### src/rtl/pmid_pkg.sv
// Shared constants and types for the periodic minimum-image distance unit.
package pmid_pkg;

	localparam int COORD_BITS_DEF = 24;
	localparam int CFG_INDEX_BITS = 1;

	typedef enum logic [CFG_INDEX_BITS-1:0] {
		CFG_BOX_LENGTH      = 1'b0,
		CFG_PERIODIC_ENABLE = 1'b1
	} cfg_index_t;

endpackage

### src/rtl/pmid_sqsum.sv
// Squares of the three axis terms and their exact sum, two stages.
module pmid_sqsum #(
	parameter int COORD_BITS = pmid_pkg::COORD_BITS_DEF
) (
	input  logic                       clk,
	input  logic                       arst_n,
	input  logic                       ce,
	input  logic                       valid_in,
	input  logic [2:0][COORD_BITS-1:0] term,
	output logic                       valid_out,
	output logic [2*COORD_BITS+1:0]    sum
);

	localparam int SQ_W  = 2 * COORD_BITS;
	localparam int SUM_W = 2 * COORD_BITS + 2;

	logic                 vld_s3;
	logic                 vld_s4;
	logic [2:0][SQ_W-1:0] sq_s3;
	logic [SUM_W-1:0]     sum_s4;

	always_ff @(posedge clk or negedge arst_n) begin
		if (!arst_n) begin
			vld_s3 <= 1'b0;
			vld_s4 <= 1'b0;
		end else if (ce) begin
			vld_s3 <= valid_in;
			vld_s4 <= vld_s3;
		end
	end

	always_ff @(posedge clk) begin
		if (ce) begin
			for (int i = 0; i < 3; i++) begin
				sq_s3[i] <= SQ_W'(term[i] * term[i]);
			end
			sum_s4 <= SUM_W'(sq_s3[0]) + SUM_W'(sq_s3[1]) + SUM_W'(sq_s3[2]);
		end
	end

	assign valid_out = vld_s4;
	assign sum       = sum_s4;

endmodule

### config.mk
export PLATFORM = sky130hd
export DESIGN_NAME = pmid_sqsum
export DESIGN_NICKNAME = d
export VERILOG_FILES = /design/src/rtl/pmid_pkg.sv /design/src/rtl/pmid_sqsum.sv
export SDC_FILE = /design/constraint.sdc
export NUM_CORES = 2
export LEC_CHECK = 0
export ABC_AREA = 1
export CAP_MARGIN = 20
export CORE_MARGIN = 2
export CORE_UTILIZATION = 61
export CTS_CLUSTER_DIAMETER = 30
export DETAILED_ROUTE_END_ITERATION = 10
export DONT_BUFFER_PORTS = 1
export PLACE_DENSITY = 0.8
export SLEW_MARGIN = 20
export SYNTH_ARGS = -nofsm -noshare
export SYNTH_HDL_FRONTEND = slang
export SYNTH_SLANG_ARGS = --single-unit
### constraint.sdc
create_clock -name clk -period 2.3 [get_ports clk]
set_input_delay 0.115 -clock clk [delete_from_list [all_inputs] [get_ports clk]]
set_output_delay 0.115 -clock clk [all_outputs]
set_load 0.03 [all_outputs]
==> results.py <==
metrics = {
    "run_status": {
        "status": "complete, but fails checks",
        "violations": "negative hold slack, negative setup slack",
    },
    "floorplanning": {
        "num_io_pins": 127,
        "fp.dieH_um": 327.2,
        "core-area_mm2": 0.1035,
        "die_x_um": 327.2,
        "die-area_mm2": 0.1071,
        "core.rowCount": 118,
        "initial_core_util": 0.6157,
    },
    "global_route": {
        "antenna_found_initial": 2,
        "grt_pass1_vias": 58150,
        "grt_use_total": 0.3404,
        "grt_max_degree": 196,
        "grt_pass1_wl_um": 288800,
        "grt_overflow": 0,
    },
    "finish": {
        "mostFrequentLayoutCells": "inv_1, nand2_1, fa_1",
        "multi_input_area_mm2": 0.05416,
        "fillCellCount": 6752,
        "nNetsFinal": 10800,
        "layout_commonest_cell": "inv_1",
        "drive_gt1_frac": 0.2822,
        "ff_latch_area_mm2": 0.005786,
        "syn_to_final_growth_pct": 24.62,
    },
    "detailed_routing": {
        "wl_per_cell_um": 17.38,
        "drc": 0,
        "drt_iter0_drc": 3859,
        "dr.pass1.iters": 6,
        "wl_met3_um": 11980,
        "top_layer": "met5",
        "vias_per_cell": 5.162,
        "ant_nets": 0,
        "wl_um": 177800,
        "vias": 52830,
        "wl_met2_um": 89010,
        "met1_length_um": 69460,
    },
    "sta": {
        "max_freq_mhz": 196.3,
        "hold_violations": 76,
        "setup_viol": 169,
        "grt_setup_unrepaired": "yes",
        "hold_slack_ps": -244.9,
        "finClkSkew_ps": 13.12,
        "period_minus_slack_ps": 5094,
        "worst_pin_slew_ps": 829.8,
        "timing.slew.headroom": 0.4448,
        "drv_slew": 0,
        "finalCritPeriodShare": 2.215,
        "setup_ws_ps": -2794,
    },
    "worst_setup_path": {
        "critPathMaxStageDelay_ps": 560,
        "path_delay_family": "adder cells",
        "critPathBufInv": 9,
        "end_kind": "register",
        "cp-start-kind": "input port",
        "cp_data_required_time_ps": 2620,
        "cp_data_arrival_time_ps": 5410,
        "crit_cells": 25,
        "cp_max_fo": 24,
        "worstRegToRegCells": 14,
        "worst_path_max_delay_cell": "fa_1",
        "crit_top_cell": "fa_1",
        "r2r_slack_ps": -530,
        "crit_type": "in2reg",
    },
    "clocking": {
        "cts.sinks": 193,
        "cts_root_buf": "clkbuf_16",
        "htree_num_levels": 4,
        "clk_latency_ps": 470,
        "cts_tree": "built",
        "cts.reportedPaths.clkPinSlew_ps": 80,
        "numCtsBuffers": 17,
        "clockBufferDepth": 2,
        "postCtsHoldBufs": 11,
    },
    "min_path": {
        "min_path_type": "in2reg",
        "min_path_cells": 0,
    },
    "synth": {
        "synth-seq-cells": 193,
        "synth_cells": 8131,
        "synth_top_area_frac": 0.4125,
        "netlist_area_mm2": 0.06372,
        "synth.avg_cell_area_um2": 7.837,
        "ys_types": 36,
        "synth_edf_count": 191,
        "synth_largest_area_cell": "fa_1",
        "ys_seq_area_frac": 0.09080,
        "ys.flop_type": "edfxtp_1",
        "ys_async_sr_fraction": 0.01036,
        "synth.top_cells.by_area": "fa_1, inv_1, nand2_1",
        "ys_warn_count": 0,
    },
    "placed_design": {
        "io_buffers": 0,
        "gp_congestion": 0.9865,
        "hpwl_um": 142800,
    },
    "job": {
        "drv_cap": 0,
    },
}
per-layer routing:
metal  vias to the layer above  GRT usage
li1                      24170          -
met1                     26110     0.4406
met2                      2015     0.5916
met3                       530    0.04172
met4                         2     0.1216
met5                         -          0
sequential cells by signal (all words and copies together), names as in the netlist:
signal	count
vld_s3	1
valid_out	1
sq_s3	141
sum	50
stage by stage:
stage               worst slack, ps  cells  utilization  area, µm²  TNS, ps
floorplan                     -2999   8133            -      68370  -336120
global placement              -3344  10100       0.7086      73340  -371020
detailed placement            -3384  10100       0.7086      73340  -378840
CTS                           -2722  10200       0.7546      78100  -302960
global route                  -2958  10230       0.7672      79400  -337650
finish                        -2794  10230       0.7672      79410  -317650
Yosys cell counts (33+ instances only):
library cell	count
inv_1	2775
nand2_1	2204
fa_1	1313
ha_1	575
nor2_1	298
edfxtp_1	191
clkbuf_1	147
a21oi_1	124
nand3_1	122
xor2_1	103
nor2_2	45
xnor2_1	38
nand2_2	33
final timing paths:
path,to,from
max in group asynchronous,valid_out,arst_n
min in group asynchronous,vld_s3,arst_n
max,sq_s3[24],term[2]
min reg2reg,sum[0],sq_s3[48]
min,sum[0],ce
max reg2reg,sum[35],sq_s3[54]
logic make-up after synthesis:
| group | count (synthesis) | share of synthesized area |
|---|---|---|
| buffers and inverters | 2931 | 0.1727 |
| and+or+nand+nor | 2801 | 0.1765 |
| AOI/OAI and AO/OA | 176 | 0.01520 |
| xor gates and xnor gates | 141 | 0.01938 |
| other | 1 | 0.00005885 |
| DFF | 193 | 0.09080 |
| adders and majority gates | 1888 | 0.5254 |
cell type report:
class | instances | area share
inverters | 2784 | 0.1322
well taps | 1380 | 0.02174
flip-flops and latches | 193 | 0.07286
multi-input cells | 5009 | 0.6821
diodes | 1 | 0.00003151
repair buffers | 834 | 0.08372
clock inverters | 14 | 0.001938
clock buffers | 18 | 0.005405
timing repair:
action / 4_1_cts / 5_1_grt
setup buffers: 64 / 33
hold endpoints to repair: 201 / 191
gates cloned: 0 / 0
resized for setup: 944 / 340
pin swaps: 648 / 311
setup endpoints to repair: 168 / 170
Power is left out: the tool's default activity adds up to more than one toggle a clock period on the data nets, which glitch-free logic cannot reach.
