--- config.mk ---
export PLATFORM = sky130hd
export DESIGN_NAME = pmid_sqrt
export DESIGN_NICKNAME = d
export VERILOG_FILES = /design/src/rtl/pmid_pkg.sv /design/src/rtl/pmid_sqrt.sv
export SDC_FILE = /design/constraint.sdc
export NUM_CORES = 2
export LEC_CHECK = 0
export ABC_AREA = 1
export ABC_CLOCK_PERIOD_IN_PS = 2000
export BUFFER_PORTS_ARGS = -buffer_cell sky130_fd_sc_hd__buf_4
export CAP_MARGIN = 20
export CORE_MARGIN = 1.5
export CORE_UTILIZATION = 47
export DETAILED_ROUTE_END_ITERATION = 10
export GPL_TIMING_DRIVEN = 0
export SYNTH_ARGS = -nofsm -noshare
export SYNTH_HDL_FRONTEND = slang
export SYNTH_SLANG_ARGS = --single-unit
--- constraint.sdc ---
create_clock -name clk -period 2 [get_ports clk]
set_input_delay 0.4 -clock clk [delete_from_list [all_inputs] [get_ports clk]]
set_output_delay 0.4 -clock clk [all_outputs]
set_load 0.03 [all_outputs]
--- src/rtl/pmid_pkg.sv ---
// Shared constants and types for the periodic minimum-image distance unit.
package pmid_pkg;

	localparam int COORD_BITS_DEF = 24;
	localparam int CFG_INDEX_BITS = 1;

	typedef enum logic [CFG_INDEX_BITS-1:0] {
		CFG_BOX_LENGTH      = 1'b0,
		CFG_PERIODIC_ENABLE = 1'b1
	} cfg_index_t;

endpackage

--- src/rtl/pmid_sqrt.sv ---
// Restoring integer square root, one root bit per pipeline stage.
module pmid_sqrt #(
	parameter int COORD_BITS = pmid_pkg::COORD_BITS_DEF
) (
	input  logic                    clk,
	input  logic                    arst_n,
	input  logic                    ce,
	input  logic                    valid_in,
	input  logic [2*COORD_BITS+1:0] radicand,
	output logic                    valid_out,
	output logic [2*COORD_BITS+1:0] radicand_out,
	output logic [COORD_BITS:0]     root
);

	localparam int RB   = COORD_BITS + 1;
	localparam int RADW = 2 * RB;
	localparam int RW   = RB + 3;

	logic            vld_s  [RB];
	logic [RW-1:0]   rem_s  [RB];
	logic [RB-1:0]   root_s [RB];
	logic [RADW-1:0] dsq_s  [RB];

	for (genvar k = 0; k < RB; k++) begin : g_step
		localparam int LO = 2 * (RB - 1 - k);

		logic            v_prev;
		logic [RW-1:0]   rem_prev;
		logic [RB-1:0]   root_prev;
		logic [RADW-1:0] dsq_prev;
		logic [RW-1:0]   rem_cat;
		logic [RW-1:0]   trial;
		logic            take;

		if (k == 0) begin : g_first
			assign v_prev    = valid_in;
			assign rem_prev  = '0;
			assign root_prev = '0;
			assign dsq_prev  = radicand;
		end else begin : g_next
			assign v_prev    = vld_s[k-1];
			assign rem_prev  = rem_s[k-1];
			assign root_prev = root_s[k-1];
			assign dsq_prev  = dsq_s[k-1];
		end

		// bring down the next two radicand bits and try root*4+1
		assign rem_cat = {rem_prev[RW-3:0], dsq_prev[LO+1:LO]};
		assign trial   = RW'({root_prev, 2'b01});
		assign take    = (rem_cat >= trial);

		always_ff @(posedge clk or negedge arst_n) begin
			if (!arst_n) begin
				vld_s[k] <= 1'b0;
			end else if (ce) begin
				vld_s[k] <= v_prev;
			end
		end

		always_ff @(posedge clk) begin
			if (ce) begin
				rem_s[k]  <= take ? (rem_cat - trial) : rem_cat;
				root_s[k] <= {root_prev[RB-2:0], take};
				dsq_s[k]  <= dsq_prev;
			end
		end
	end

	assign valid_out    = vld_s[RB-1];
	assign radicand_out = dsq_s[RB-1];
	assign root         = root_s[RB-1];

endmodule
==> impl_results.md <==
* Status: complete, but fails checks
* Failing checks: setup timing
* Clk_lat worst skew at 0.88 ns
* Place WS at -3.37 ns
* Slew @ Worst Pin at 1.08 ns
* Drt pass-1 iters at 6
* Initial antenna violation count at 8
* Worst Skew at 0.0834 ns
* Number of buffers added on ports at between 100 and 150
* Critical Path Fanout Max at 7
* Hold wc startpoint: ce
* Num CTS Buffers at 223
* R2R Path End: rem_s[2][57]
* All-Layer GR Usage at 0.228
* Critical Path Max Stage Delay at 0.49 ns
* Pwr Density at slightly below 1000 mW/mm2
* Wire length per cell at around 19 um
* Syn Nets at 10,500
* Top Ports at 130
* WS Path Type: flip-flop to flip-flop
* H-tree levels at 4
* Final hold vios at 0
* Fmax at 437 MHz
* Core area at 0.218 mm2
* Cell count after synthesis at 10,100
* Share of cells above drive strength 1 at 0.263
* CP cell instances: ha_4 -> nand2_1 -> nand2_1 -> nand2_1 -> nand2_2 -> inv_1 -> nand3_2 -> nand2_2 -> nand2_4 -> clkinv_8 -> buf_4 -> nand2_1 -> o21ai_1
* Final Slew Violations at 0
* Seq/Total Area, Yosys at 0.636
* Reg2Reg Setup Slack at -0.29 ns
* Most frequent cell on the critical path: nand2_1
* Via Count at between 70,000 and 80,000
* R2r worst-path depth at 13
* Die W at roughly 470 um
* Fillers at 17,800
* Max cap viols at 0
* Synthesis Warnings at 0
* Initial Utilization at 0.474
* DR iter-0 viols at 5,721
* TritonCTS clock tree: yes
* Library cells used by synthesis at 51
* Reg2reg start: rem_s[2][35]
* Number of flops mapped to enable cells by yosys at 2,164
* Peak VDD IR at 1030 uV
* Data arrival time of the critical path at 2.84 ns
* Main synth FF type: edfxtp_1
* Buf/Inv on CP at 3
* DIE AREA at roughly 0.22 mm2
* Die Height at 472 um
* Critical path capture point: rem_s[2][57]
* RSZ-0062 raised after global routing: yes
* Num rows at 171
* Pleak at 55.8 nW
* Number of cells on the critical path at 13
* Post-Syn Area at ~0.10 mm2
* Vias in the first global route at 68,200
* Hold WC Path Type: input port to flip-flop
* Setup violators final at ~530
* Max Root-Sink Buffers at 3
* Async SR Flop Fraction at 0.0114
* #FFs+latches synth at 2,189
* Global-route wire length before repair at 393,000 um
* Crit path time final at 2.29 ns
* DRC at 0
* Vias/cell at 5.06
* Delay-heaviest family, CP: simple AND/OR/NAND/NOR gates
* Largest net degree at the start of global routing at ~190
* Syn_area_per_cell at 10.2 um2
* Critical Path Slowest Stage Cell: edfxtp_1
* Start point of the critical path: rem_s[2][35]
* Total wire length at 266,000 um
* Clock-pin slew on the worst setup and hold paths at 0.06 ns
* Num Clock Sinks at approximately 2,200
* Final ANT Viol Nets at 0
* Worst setup margin at -0.290 ns
* Root Buffer Master: clkbuf_16
* Final #Nets at about 12,000
* Worst endpoint required time at 2.55 ns
* Layout area overhead at 28.9%
* Worst slew margin at 0.278
* RD Place Congestion at about 0.91
* Post-DP HPWL at between 150,000 and 200,000 um
* Total negative setup slack at -72.62 ns
* Critical path capture point type: flip-flop
* Grt total ovfl at 0
* Worst setup SP type: flip-flop
* Period utilisation layout at 1.15
==> routing by layer <==
layer  part of all wire  GRT usage
met1               0.46      0.325
met2               0.47      0.366
met3              0.045     0.0314
met4              0.029     0.0665
met5           0.000090          0
==> layout by cell type, fill, tap and decap left out, drive strengths merged, types with 20 or more instances in the layout <==
master and count:
nand2 3131, edfxtp 2164, inv 1681, buf 992, nor2 801, nand3 550, a21oi 371, ha 352
clkbuf 295, o21ai 274, nand4 177, xor2 124, xnor2 122, clkinv 109, nand3b 72, nor3 65
dlygate4sd3 55, bufinv 34, dfrtp 25, or2 20
==> power breakdown <==
group          total (mW)  switching [mW]  internal, mW
clock                43.1            18.1          25.0
combinational        28.2            16.4          11.7
sequential           58.6            3.05          55.6
total                 130            37.6          92.4
==> cell type report <==
cell class / count / area [um2] / share of cell area
clock buffers: 254 / 5700 / 0.0428
diodes: 1 / 2.50 / 0.0000188
inverters: 1673 / 6370 / 0.0479
flip-flops and latches: 2189 / 65600 / 0.493
well taps: 2854 / 3570 / 0.0269
plain buffers: 130 / 1540 / 0.0116
multi-input cells: 6133 / 38900 / 0.293
repair inverters: 1 / 6.26 / 0.0000470
clock inverters: 164 / 1990 / 0.0150
repair buffers: 974 / 9250 / 0.0695
==> stage by stage <==
step                      instances  total power [mW]  hold WS [ns]  area [um2]  utilization
final                         14400               130         0.110      133000        0.611
after global routing          14400               136        0.0791      133000        0.611
after CTS                     13900               126        0.0525      124000        0.571
after detailed placement      13100              78.7         0.317      108000        0.497
after global placement        13100              80.1         0.307      108000        0.496
after floorplan               10100              71.4         0.104      103000            -
==> registers in the layout, indices dropped and copies added, names as in the netlist <==
register	flops
g_step.v_prev	24
valid_out	1
dsq_s	1250
root_s	325
rem_s	589
==> kinds of logic (layout without fill, tap and decap cells) <==
family,Yosys count,count (layout),synth area share
buffers and inverters,1804,3196,0.0706
other,1,2,0.0000364
flip-flops,2189,2189,0.636
AO/OA/AOI/OAI,686,686,0.0353
XOR/XNOR,246,246,0.0209
adder cells (fa/ha/maj),352,352,0.0427
multiplexers,1,1,0.000109
AND/OR/NAND/NOR,4846,4847,0.194
==> synthesized netlist by cell type (27+ instances only) <==
cell / n / share of area
ha_1: 352 / 0.043
nor2_1: 770 / 0.028
edfxtp_1: 2164 / 0.63
nand3_1: 539 / 0.026
o21ai_0: 195 / 0.0095
buf_4: 72 / 0.0052
nor3_1: 63 / 0.0031
a21oi_1: 357 / 0.017
o21ai_1: 68 / 0.0033
xor2_1: 124 / 0.011
nand2_1: 3109 / 0.11
inv_1: 1661 / 0.060
xnor2_1: 122 / 0.010
buf_6: 27 / 0.0029
nand3b_1: 72 / 0.0052
nand4_1: 177 / 0.011
==> repair_timing <==
action | 4_1_cts | 5_1_grt
gates cloned | 30 | 40
gates resized for setup | 882 | 1356
hold buffers | 56 | 0
buffers inserted | 313 | 399
setup endpoints to repair | 2180 | 736
hold endpoints to repair | 161 | 0
pin swaps | 180 | 422
==> how the worst min path moves through the flow <==
stage	to	slack (ns)	depth (start not counted)
6_report	dsq_s[0][503]	0.11	1
5_1_grt	dsq_s[0][503]	0.08	1
4_1_cts	dsq_s[0][503]	0.05	1
3_5_place_dp	g_step[1].v_prev	0.32	1
3_3_place_gp	g_step[1].v_prev	0.31	1
2_1_floorplan	g_step[10].v_prev	0.10	0
Note: power is estimated with default switching activity, not from simulation.
