### config.mk
export PLATFORM = sky130hd
export DESIGN_NAME = pmid_axis
export DESIGN_NICKNAME = d
export VERILOG_FILES = /design/src/rtl/pmid_pkg.sv /design/src/rtl/pmid_axis.sv
export SDC_FILE = /design/constraint.sdc
export NUM_CORES = 1
export LEC_CHECK = 0
export CAP_MARGIN = 20
export CELL_PAD_IN_SITES_DETAIL_PLACEMENT = 1
export CELL_PAD_IN_SITES_GLOBAL_PLACEMENT = 1
export CORE_MARGIN = 3
export CORE_UTILIZATION = 54
export DETAILED_ROUTE_END_ITERATION = 6
export DONT_BUFFER_PORTS = 1
export PLACE_DENSITY_LB_ADDON = 0.25
export SYNTH_ARGS = -nofsm -noshare
export SYNTH_HDL_FRONTEND = slang
export SYNTH_SLANG_ARGS = --single-unit
### constraint.sdc
create_clock -name clk -period 10.24 [get_ports clk]
set_input_delay 0.512 -clock clk [delete_from_list [all_inputs] [get_ports clk]]
set_output_delay 0.512 -clock clk [all_outputs]
set_load 0.01 [all_outputs]
### src/rtl/pmid_pkg.sv
// Shared constants and types for the periodic minimum-image distance unit.
package pmid_pkg;

	localparam int COORD_BITS_DEF = 24;
	localparam int CFG_INDEX_BITS = 1;

	typedef enum logic [CFG_INDEX_BITS-1:0] {
		CFG_BOX_LENGTH      = 1'b0,
		CFG_PERIODIC_ENABLE = 1'b1
	} cfg_index_t;

endpackage

### src/rtl/pmid_axis.sv
// Per-axis absolute difference and minimum-image selection, two stages.
module pmid_axis #(
	parameter int COORD_BITS = pmid_pkg::COORD_BITS_DEF
) (
	input  logic                       clk,
	input  logic                       arst_n,
	input  logic                       ce,
	input  logic                       valid_in,
	input  logic [2:0][COORD_BITS-1:0] first,
	input  logic [2:0][COORD_BITS-1:0] second,
	input  logic [COORD_BITS-1:0]      box_length,
	input  logic                       periodic_enable,
	output logic                       valid_out,
	output logic [2:0][COORD_BITS-1:0] term
);

	logic                       vld_s1;
	logic                       vld_s2;
	logic [2:0][COORD_BITS-1:0] d_s1;
	logic [2:0][COORD_BITS-1:0] m_s2;
	logic [2:0][COORD_BITS-1:0] d_next;
	logic [2:0][COORD_BITS-1:0] m_next;
	logic [2:0][COORD_BITS-1:0] alt;

	always_comb begin
		for (int i = 0; i < 3; i++) begin
			d_next[i] = (first[i] > second[i]) ? (first[i] - second[i]) : (second[i] - first[i]);
			alt[i]    = (box_length > d_s1[i]) ? (box_length - d_s1[i]) : (d_s1[i] - box_length);
			if (periodic_enable && (alt[i] < d_s1[i])) begin
				m_next[i] = alt[i];
			end else begin
				m_next[i] = d_s1[i];
			end
		end
	end

	always_ff @(posedge clk or negedge arst_n) begin
		if (!arst_n) begin
			vld_s1 <= 1'b0;
			vld_s2 <= 1'b0;
		end else if (ce) begin
			vld_s1 <= valid_in;
			vld_s2 <= vld_s1;
		end
	end

	always_ff @(posedge clk) begin
		if (ce) begin
			d_s1 <= d_next;
			m_s2 <= m_next;
		end
	end

	assign valid_out = vld_s2;
	assign term      = m_s2;

endmodule

==> results of run 1 <==
==> cell usage in the layout, fill, tap and decap left out, types with 7 or more instances in the layout <==
cell       synthesis  final
nand3_1           30     30
a311oi_1           9      9
inv_1            277    277
nor2_1            99     97
a2111oi_0          7      7
xor2_1            66     66
nor2b_1           37     37
a211o_1            9      9
mux2i_1           52     52
a221oi_1          20     20
o221ai_1           9      9
clkbuf_16          0     17
xnor2_1           64     64
nor4_1            10     10
nand4_1           36     36
o21a_1            24     24
nor3_1            34     34
edfxtp_1         144    144
nand2b_1          20     20
and2_1            10     10
a31oi_1           32     31
or3_1              7      7
a21o_1           168    168
o21bai_1          19     19
a211oi_1          32     32
o211ai_1          19     19
o31ai_1           12     11
buf_4              3      9
ha_1             354    354
fa_1              12     12
nand2_1          160    160
a21oi_1          281    278
mux2_2            64     64
and3_1            24     24
o21ai_0          141    141
==> worst max path at each step <==
stage,start,end,cells after the start
floorplan,box_length[0],term[38],26
global placement,box_length[0],term[4],25
detailed placement,box_length[15],term[12],23
CTS,d_s1[15],term[12],22
global route,d_s1[15],term[12],22
finish,d_s1[15],term[12],22
==> power breakdown <==
part,switching [mW],leakage [nW],internal [mW]
sequential,0.212,1.43,0.910
combinational,1.59,8.78,1.03
clock,0.315,0.314,0.396
==> layout make-up <==
type                       instances  area share [%]
inverter                         278            4.85
multi-input combinational       1944            68.6
clock buffer                      17            1.97
sequential                       146            20.2
tap                              511            2.96
antenna                            1          0.0116
clock inverter                    15           0.967
timing repair buffer              10           0.359
==> stage by stage <==
stage	cell area (um^2)	total power, mW	hold slack, ns
2_1_floorplan	20800	2.88	0.216
3_3_place_gp	21000	3.55	0.216
3_5_place_dp	21000	3.66	0.216
4_1_cts	21600	4.39	0.160
5_1_grt	21600	4.72	0.154
6_report	21600	4.45	0.171
==> flip-flops by register name (all words and copies together) (netlist names) <==
| register | flops |
|---|---|
| d_s1 | 72 |
| term | 72 |
| valid_out | 1 |
| vld_s1 | 1 |
==> logic make-up (layout without fill, tap and decap cells) <==
kind of cell             count (synthesis)  count (layout)  share of synthesized area, %
buffers and inverters                  406             320                          7.79
flip-flops                             146             146                          21.0
multiplexers                           117             117                          6.04
adder cells (fa/ha/maj)                366             366                          22.5
other                                    0               1                             0
XOR/XNOR                               130             130                          5.48
AND/OR/NAND/NOR                        492             492                          11.5
AO/OA/AOI/OAI                          839             839                          25.7
==> cell usage after synthesis (30+ instances only) <==
cell / number / share of area [%]
a211oi_1: 32 / 1.2
xnor2_1: 64 / 2.7
nand3_1: 30 / 0.72
nand2_1: 160 / 2.9
a31oi_1: 32 / 0.96
xor2_1: 66 / 2.8
ha_1: 354 / 21
o21ai_0: 141 / 3.4
nor2_1: 99 / 1.8
inv_1: 277 / 5.0
buf_2: 46 / 1.1
edfxtp_1: 144 / 21
nor2b_1: 37 / 1.1
a21oi_1: 281 / 6.8
a21o_1: 168 / 6.1
nand4_1: 36 / 1.1
mux2_2: 64 / 3.5
mux2i_1: 52 / 2.5
nor3_1: 34 / 0.82
clkbuf_1: 74 / 1.3
==> worst reg2reg max path: cells and delay by family (launching register included) <==
kind | cells | cell delay (ns)
fa+ha+maj | 2 | 0.84
xor+xnor | 1 | 0.19
flops | 1 | 0.48
buf+inv | 2 | 0.78
simple gates | 11 | 3.06
mux | 2 | 0.63
compound gates | 4 | 0.85
==> layer usage <==
metal | track usage (%) | vias to the layer above | wire length (um)
li1 | - | 8770 | -
met1 | 48.6 | 9544 | 33400
met2 | 58.3 | 726 | 34600
met3 | 6.59 | 124 | 5450
met4 | 10.5 | 2 | 2180
met5 | 0 | - | 11
==> run metrics, run 1 <==
Cell Pwr Density 206 nW/um^2; Hold Crit Start ce; DP Worst Slack 3.22 ns; RSZ-0062 raised after global routing no; vias per cell 6.56; Leak Pwr 10.5 nW; setup_tns 0 ns; Util after Layout 57.1%; pin count of the biggest net entering global routing 147; I/O pins 246; Critical R2R Capture term[12]; first-pass GRT wire length 116000 um; sequential fraction of the synthesis area 21.0%; chip height 202 um; Antenna Nets Post-Route 0; Setup violations, final 0; worst path cell trace ha_1 > nand2_1 > nor2_1 > nand2_1 > nor4_1 > mux2i_1 > nand2_1 > buf_4 > nand3b_1 > o31ai_1 > xnor2_1 > ha_1 > a2111oi_0 > a21oi_1 > nor3_1 > nor3_1 > nor2_1 > o211a_1 > nor3_1 > nor2_2 > buf_4 > mux2_2; die span in x 202 um; WL/cell 25.9 um; critical path's top delay family simple AND/OR/NAND/NOR gates; Clock transition at path regs 0.07 ns; Final Cycle Share 69.0%; Bufs on Longest Clock Path 2; row cnt 71; Port Buffers 0; DR vias 19.2k; Arr. time, crit path 7.25 ns; initial antenna violation count 2; Startpoint Class flip-flop; syn avg cell area 8.33 um^2; placed insts 2888; final hold vios 0; Clk Latency, worst-skew pair 0.45 ns; DP HPWL 62000 um; Worst path max stage delay 0.65 ns; Synth Warn # 0; clk sinks 146; PnR worst setup slack 3.18 ns; Tmin final 7.06 ns; CP max FO 17; status finished clean; Crit Path Category reg2reg; Post-Syn Nets 3035; reg2reg start d_s1[15]; buffers plus inverters on the worst setup path 2; number of remaining DRC errors 0; CP required 10.43 ns; Post-synth ARST share 1.37%; Hold Path End term[21]; FF-to-FF path depth 22; DIE AREA 40900 um^2; count of pins over their slew limit 0; gpl congestion 1.03; GRT Residual Overflow 0; CTS tree yes; vias in the first global route 19.8k; Starting Density 54.9%; Post-Syn Area 20800 um^2; Final Non-Filler Cells 2922; Hold WC Path Type in2reg; share of layout cells above drive strength 1 5.39%; max cap viols 0; Worst setup EP type flip-flop; Initial DRC Count 1561; hold depth 0; Max H-tree Level 4; Register Area 4370 um^2; R2R setup slack 3.18 ns; Area growth, synth to finish 3.94%; Post-synth EDFFs 144; Fillers 4552; TritonCTS buffer count 17; slowest cell on the critical path nor4_1; Worst slew margin 40.6%; top_reg_cell synth edfxtp_1; area of the multi-input gates 14800 um^2; WL final 75600 um; nets@finish 2936; clock skew 0.0137 ns; total setup buffers inserted after CTS 0; synth unique cells 72; Synth Instances 2496; core area 37800 um^2; CTS resizes 0; Total Routing Usage GR 35.8%; worst slew pin tran 0.883 ns; Hold Buf Count CTS 1; #FFs+latches synth 146; DR pass1 iterations 5; maximum vdd drop 93.4 uV; CTS root buffer clkbuf_16; f_max 142 MHz
(Power assumes the default switching activity.)
==> inputs of run 2 (changes only) <==
Settings changed: CORE_UTILIZATION 54 to 45.
Clock period 10.24 ns to 6.4 ns, I/O delays scaled along.
==> run metrics, run 2 (synthesis results as in run 1) <==
Setup violations, final 0 (unchanged); Seq pwr share 25.2% (about the same); WL/cell 23.9 um (-7.5%); initial antenna violation count 2 (unchanged); row cnt 78 (+9.9%); clk sinks 146 (unchanged); Bufs on Longest Clock Path 2 (unchanged); number of remaining DRC errors 0 (unchanged); DP HPWL 59200 um (-4.5%); Util after Layout 48.0% (-9.1 points); max cap viols 0 (unchanged); reg2reg start d_s1[52]; total setup buffers inserted after CTS 0 (unchanged); R2R setup slack 0.41 ns (-2.77 ns); count of pins over their slew limit 0 (unchanged); worst slew pin tran 0.953 ns (+0.0698 ns); crit path from d_s1[52]; core area 45500 um^2 (+20%); Initial DRC Count 1175 (-25%); Startpoint Class flip-flop; Hold WC Path Type in2reg; Comb pwr share 59.3% (+0.5 points); CP required 6.66 ns (-3.77 ns); chip height 221 um (+9.3%); Clk pwr share 15.5% (-0.5 points); Max H-tree Level 4 (unchanged); die span in x 221 um (+9.3%); Port Buffers 0 (unchanged); setup_tns 0 ns (unchanged); Leak Pwr 10.6 nW (+0.43%); Area growth, synth to finish 4.99%; DR pass1 iterations 5 (unchanged); vias in the first global route 19.2k (-3.4%); GRT Residual Overflow 0 (unchanged); CTS tree yes; status finished clean; nets@finish 2948 (+0.41%); final hold slack 0.0127 ns (-0.159 ns); Worst slew margin 36.5% (-4.1 points); CTS root buffer clkbuf_16; CP max FO 32 (+15); maximum vdd drop 255 uV (+170%); DIE AREA 48800 um^2 (+19%); Arr. time, crit path 6.25 ns (-1.00 ns); first-pass GRT wire length 111000 um (-3.9%); pin count of the biggest net entering global routing 81 (-45%); Clock transition at path regs 0.07 ns (about the same); gpl congestion 0.991 (-3.8%); Critical R2R Capture term[54]; placed insts 2987 (+3.4%); FF-to-FF path depth 20 (-9.1%); Cell Pwr Density 320 nW/um^2 (+55%); most common library cell in the layout ignoring fill and taps ha_1; Total Routing Usage GR 28.6% (-7.2 points); Starting Density 45.7% (-9.2 points); Final Non-Filler Cells 3023 (+3.5%); commonest cells after routing, fill and taps aside ha_1 (354), a21oi_1 (278), inv_1 (277), a21o_1 (168), nand2_1 (160); Sw Ratio 46.3% (-1.2 points); RSZ-0062 raised after global routing no; vias per cell 6.15 (-6.2%); WL final 72300 um (-4.3%); sw power 3.23 mW (+53%); clock skew 0.0158 ns (+0.00203 ns); Fillers 5469 (+20%); final hold vios 0 (unchanged); DR vias 18.6k (-2.9%); share of layout cells above drive strength 1 5.70% (+0.30 points); Clk Latency, worst-skew pair 0.47 ns (+0.02 ns); TritonCTS buffer count 17 (unchanged); f_max 167 MHz (+18%); Antenna Nets Post-Route 0 (unchanged); Final Cycle Share 93.6% (+25 points); Internal 3.75 mW (+60%); Crit Path Category reg2reg; Tmin final 5.99 ns (-1.07 ns); I/O pins 246 (unchanged); CP endpoint term[54]; Worst setup EP type flip-flop
[run 2: cell types whose count changed in the layout (fill, tap and decap cells not counted), moves of 2 or more]
cell / before / now
clkinv_4: 2 / 6
buf_12: 0 / 2
clkbuf_1: 0 / 2
clkinvlp_4: 0 / 2
inv_6: 5 / 0
buf_4: 9 / 17
inv_8: 4 / 0
[run 2: layer usage]
layer	part of all wire [%]	track usage [%]
met1	45	38.1
met2	45	46.1
met3	6.5	6.16
met4	3.3	9.53
met5	0	0
[run 2: power by group through the flow]
stage	clock, mW	combinational [mW]	sequential (mW)
2_1_floorplan	0	2.97	1.64
4_1_cts	1.08	4.07	1.77
5_1_grt	1.12	4.57	1.78
6_report	1.08	4.14	1.76
3_3_place_gp	0	3.86	1.78
3_5_place_dp	0	4.01	1.78
[run 2: area by class of cell]
type	instances	area, um^2	share of cell area (%)
multi-input cells	1944	14800	68.0
flip-flops and latches	146	4370	20.0
inverters	278	1050	4.80
well taps	600	751	3.44
clock buffers	19	433	1.98
repair buffers	22	215	0.986
clock inverters	13	163	0.745
diodes	1	2.50	0.0115
[run 2: worst min-delay path by stage]
stage | from | endpoint | slack (ns) | cells after the start
6_report | valid_in | vld_s1 | 0.01 | 1
3_3_place_gp | arst_n | valid_out | 0.02 | 0
2_1_floorplan | arst_n | valid_out | 0.02 | 0
3_5_place_dp | arst_n | valid_out | 0.02 | 0
4_1_cts | ce | term[67] | 0.001 | 0
5_1_grt | ce | term[67] | 0.002 | 0
[run 2: what timing repair did]
item,4_1_cts,5_1_grt
endpoints found under the hold margin,60,0
setup endpoints to repair,0,16
gates resized for setup,0,1
hold buffers,3,0
[run 2: worst max-delay path, cell delays in order, from the launching register on]
cell       delay [ns]
edfxtp_1         0.49
ha_1             0.55
nand2_1          0.16
nor4_1           0.51
nand4_1          0.33
and2_1           0.28
a31oi_4          0.39
buf_4            0.24
a311oi_1         0.05
a21oi_1          0.30
a311oi_1         0.19
xnor2_1          0.28
ha_1             0.31
a21oi_1          0.16
nor2b_1          0.06
o21ai_0          0.18
o2111ai_1        0.18
a21oi_2          0.44
buf_4            0.38
nand2_1          0.14
o21ai_0          0.16
[run 2: through the flow]
stage               setup slack (ns)  cell area (um^2)  total power [mW]
floorplan                       1.16             20800              4.61
global placement               0.493             21200              5.64
detailed placement             0.356             21200              5.80
CTS                            0.287             21800              6.92
global route                  0.0403             21800              7.47
finish                         0.407             21800              6.98
==> inputs of run 3 (changes only) <==
Settings changed: CTS_BUF_LIST set to sky130_fd_sc_hd__clkbuf_16.
==> run metrics, run 3 (synthesis results as in run 1) <==
clock skew 0.0160 ns (+0.000209 ns); number of remaining DRC errors 0 (unchanged); max cap viols 0 (unchanged); Hold WC Path Type in2reg; Arr. time, crit path 6.27 ns (+0.02 ns); Worst path max stage delay 0.56 ns (about the same); Internal 3.75 mW (about the same); RSZ-0062 raised after global routing no; DR pass1 iterations 5 (unchanged); f_max 166 MHz (-0.25%); Comb pwr share 59.3% (about the same); worst path cell trace ha_1 > nand2_1 > nor4_1 > nand4_1 > and2_1 > a31oi_4 > buf_4 > a311oi_1 > a21oi_1 > a311oi_1 > xnor2_1 > ha_1 > a21oi_1 > nor2b_1 > o21ai_0 > o2111ai_1 > a21oi_2 > buf_4 > nand2_1 > o21ai_0; Fillers 5469 (unchanged); WL/cell 23.9 um (about the same); TritonCTS buffer count 17 (unchanged); clk sinks 146 (unchanged); final hold vios 0 (unchanged); pin count of the biggest net entering global routing 81 (unchanged); gpl congestion 0.991 (unchanged); FF-to-FF path depth 20 (unchanged); Total Routing Usage GR 28.6% (unchanged); hold depth 1 (unchanged); Initial DRC Count 1173 (-0.17%); DIE AREA 48800 um^2 (unchanged); Final Cycle Share 93.9% (+0.23 points); Util after Layout 48.0% (unchanged); Tmin final 6.01 ns (+0.0150 ns); CP required 6.66 ns (about the same); most common library cell in the layout ignoring fill and taps ha_1; design area 21800 um^2 (unchanged); die span in x 221 um (unchanged); initial antenna violation count 2 (unchanged); Starting Density 45.7% (unchanged); slowest cell on the critical path ha_1; CP max FO 32 (unchanged); Antenna Nets Post-Route 0 (unchanged); Crit Path Category reg2reg; Area growth, synth to finish 4.99% (unchanged); Worst setup EP type flip-flop; setup_tns 0 ns (unchanged); chip height 221 um (unchanged); vias in the first global route 19.2k (unchanged); nets@finish 2948 (unchanged); Clk Latency, worst-skew pair 0.47 ns (about the same); Startpoint Class flip-flop; vias per cell 6.15 (about the same); sw power 3.23 mW (about the same); final hold slack 0.0126 ns (-0.0000483 ns); Clock transition at path regs 0.07 ns (about the same); count of pins over their slew limit 0 (unchanged); Critical R2R Capture term[54]; Leak Pwr 10.6 nW (about the same); Clk pwr share 15.4% (about the same); status finished clean; Max H-tree Level 4 (unchanged); I/O pins 246 (unchanged); DP Area 21200 um^2 (unchanged); core area 45500 um^2 (unchanged); DP HPWL 59200 um (unchanged); CTS tree yes; GRT Residual Overflow 0 (unchanged); CTS root buffer clkbuf_16; Cell Pwr Density 320 nW/um^2 (about the same); Sw Ratio 46.3% (about the same); Seq pwr share 25.2% (about the same); share of layout cells above drive strength 1 5.70% (unchanged); Hold Path End vld_s1; Port Buffers 0 (unchanged); Worst slew margin 36.5% (unchanged); R2R setup slack 0.39 ns (about the same); critical path's top delay family compound AO/OA/AOI/OAI gates; worst slew pin tran 0.953 ns (unchanged); maximum vdd drop 255 uV (about the same); first-pass GRT wire length 111000 um (unchanged); reg2reg start d_s1[52]; buffers plus inverters on the worst setup path 2 (unchanged); WL final 72300 um (about the same); Setup violations, final 0 (unchanged); Bufs on Longest Clock Path 2 (unchanged); Hold Crit Start valid_in; row cnt 78 (unchanged); commonest cells after routing, fill and taps aside ha_1 (354), inv_1 (279), a21oi_1 (278), a21o_1 (168), nand2_1 (160); DR vias 18.6k (-0.022%)
[run 3: worst max-delay path by stage]
stage / start / end / slack [ns] / depth (start not counted)
final: d_s1[52] / term[54] / 0.39 / 20
after global routing: d_s1[48] / term[54] / 0.04 / 22
after CTS: d_s1[48] / term[54] / 0.29 / 22
after detailed placement: d_s1[48] / term[55] / 0.36 / 21
after global placement: d_s1[52] / term[55] / 0.49 / 19
after floorplan: box_length[0] / term[38] / 1.16 / 26
[run 3: routing by layer]
layer / vias to the layer above / share of wire, % / global-route usage (%)
li1: 8796 / - / -
met1: 9171 / 45 / 38.1
met2: 531 / 45 / 46.1
met3: 99 / 6.5 / 6.16
met4: 0 / 3.3 / 9.53
met5: - / 0 / 0
[run 3: per-stage QoR]
step	worst slack, ns	power, mW	std cells
after floorplan	1.16	4.61	2496
after CTS	0.288	6.92	3022
after detailed placement	0.356	5.80	2987
final	0.392	6.98	3023
after global routing	0.0404	7.47	3022
after global placement	0.493	5.64	2987
[run 3: power by group through the flow]
stage               registers [mW]  clock network, mW  logic, mW
finish                        1.76               1.08       4.14
detailed placement            1.78                  0       4.01
CTS                           1.77               1.08       4.07
global route                  1.78               1.12       4.57
global placement              1.78                  0       3.86
floorplan                     1.64                  0       2.97
[run 3: worst reg2reg max path: stages (launching register included)]
cell	delay, ns
edfxtp_1	0.49
ha_1	0.56
nand2_1	0.16
nor4_1	0.51
nand4_1	0.33
and2_1	0.28
a31oi_4	0.39
buf_4	0.24
a311oi_1	0.05
a21oi_1	0.30
a311oi_1	0.19
xnor2_1	0.28
ha_1	0.31
a21oi_1	0.16
nor2b_1	0.06
o21ai_0	0.18
o2111ai_1	0.18
a21oi_2	0.43
buf_4	0.38
nand2_1	0.15
o21ai_0	0.15
[run 3: layout make-up]
type | instances | area, um^2 | area share, %
diodes | 1 | 2.50 | 0.0115
clock buffers | 17 | 425 | 1.95
clock inverters | 15 | 170 | 0.780
inverters | 278 | 1050 | 4.80
multi-input cells | 1944 | 14800 | 68.0
flip-flops and latches | 146 | 4370 | 20.0
well taps | 600 | 751 | 3.44
repair buffers | 22 | 215 | 0.986
[run 3: repair_timing]
item,4_1_cts,5_1_grt
endpoints found under the hold margin,60,0
setup buffers,0,0
hold buffers,3,0
endpoints found under the setup margin,0,16
gates resized for setup,0,1
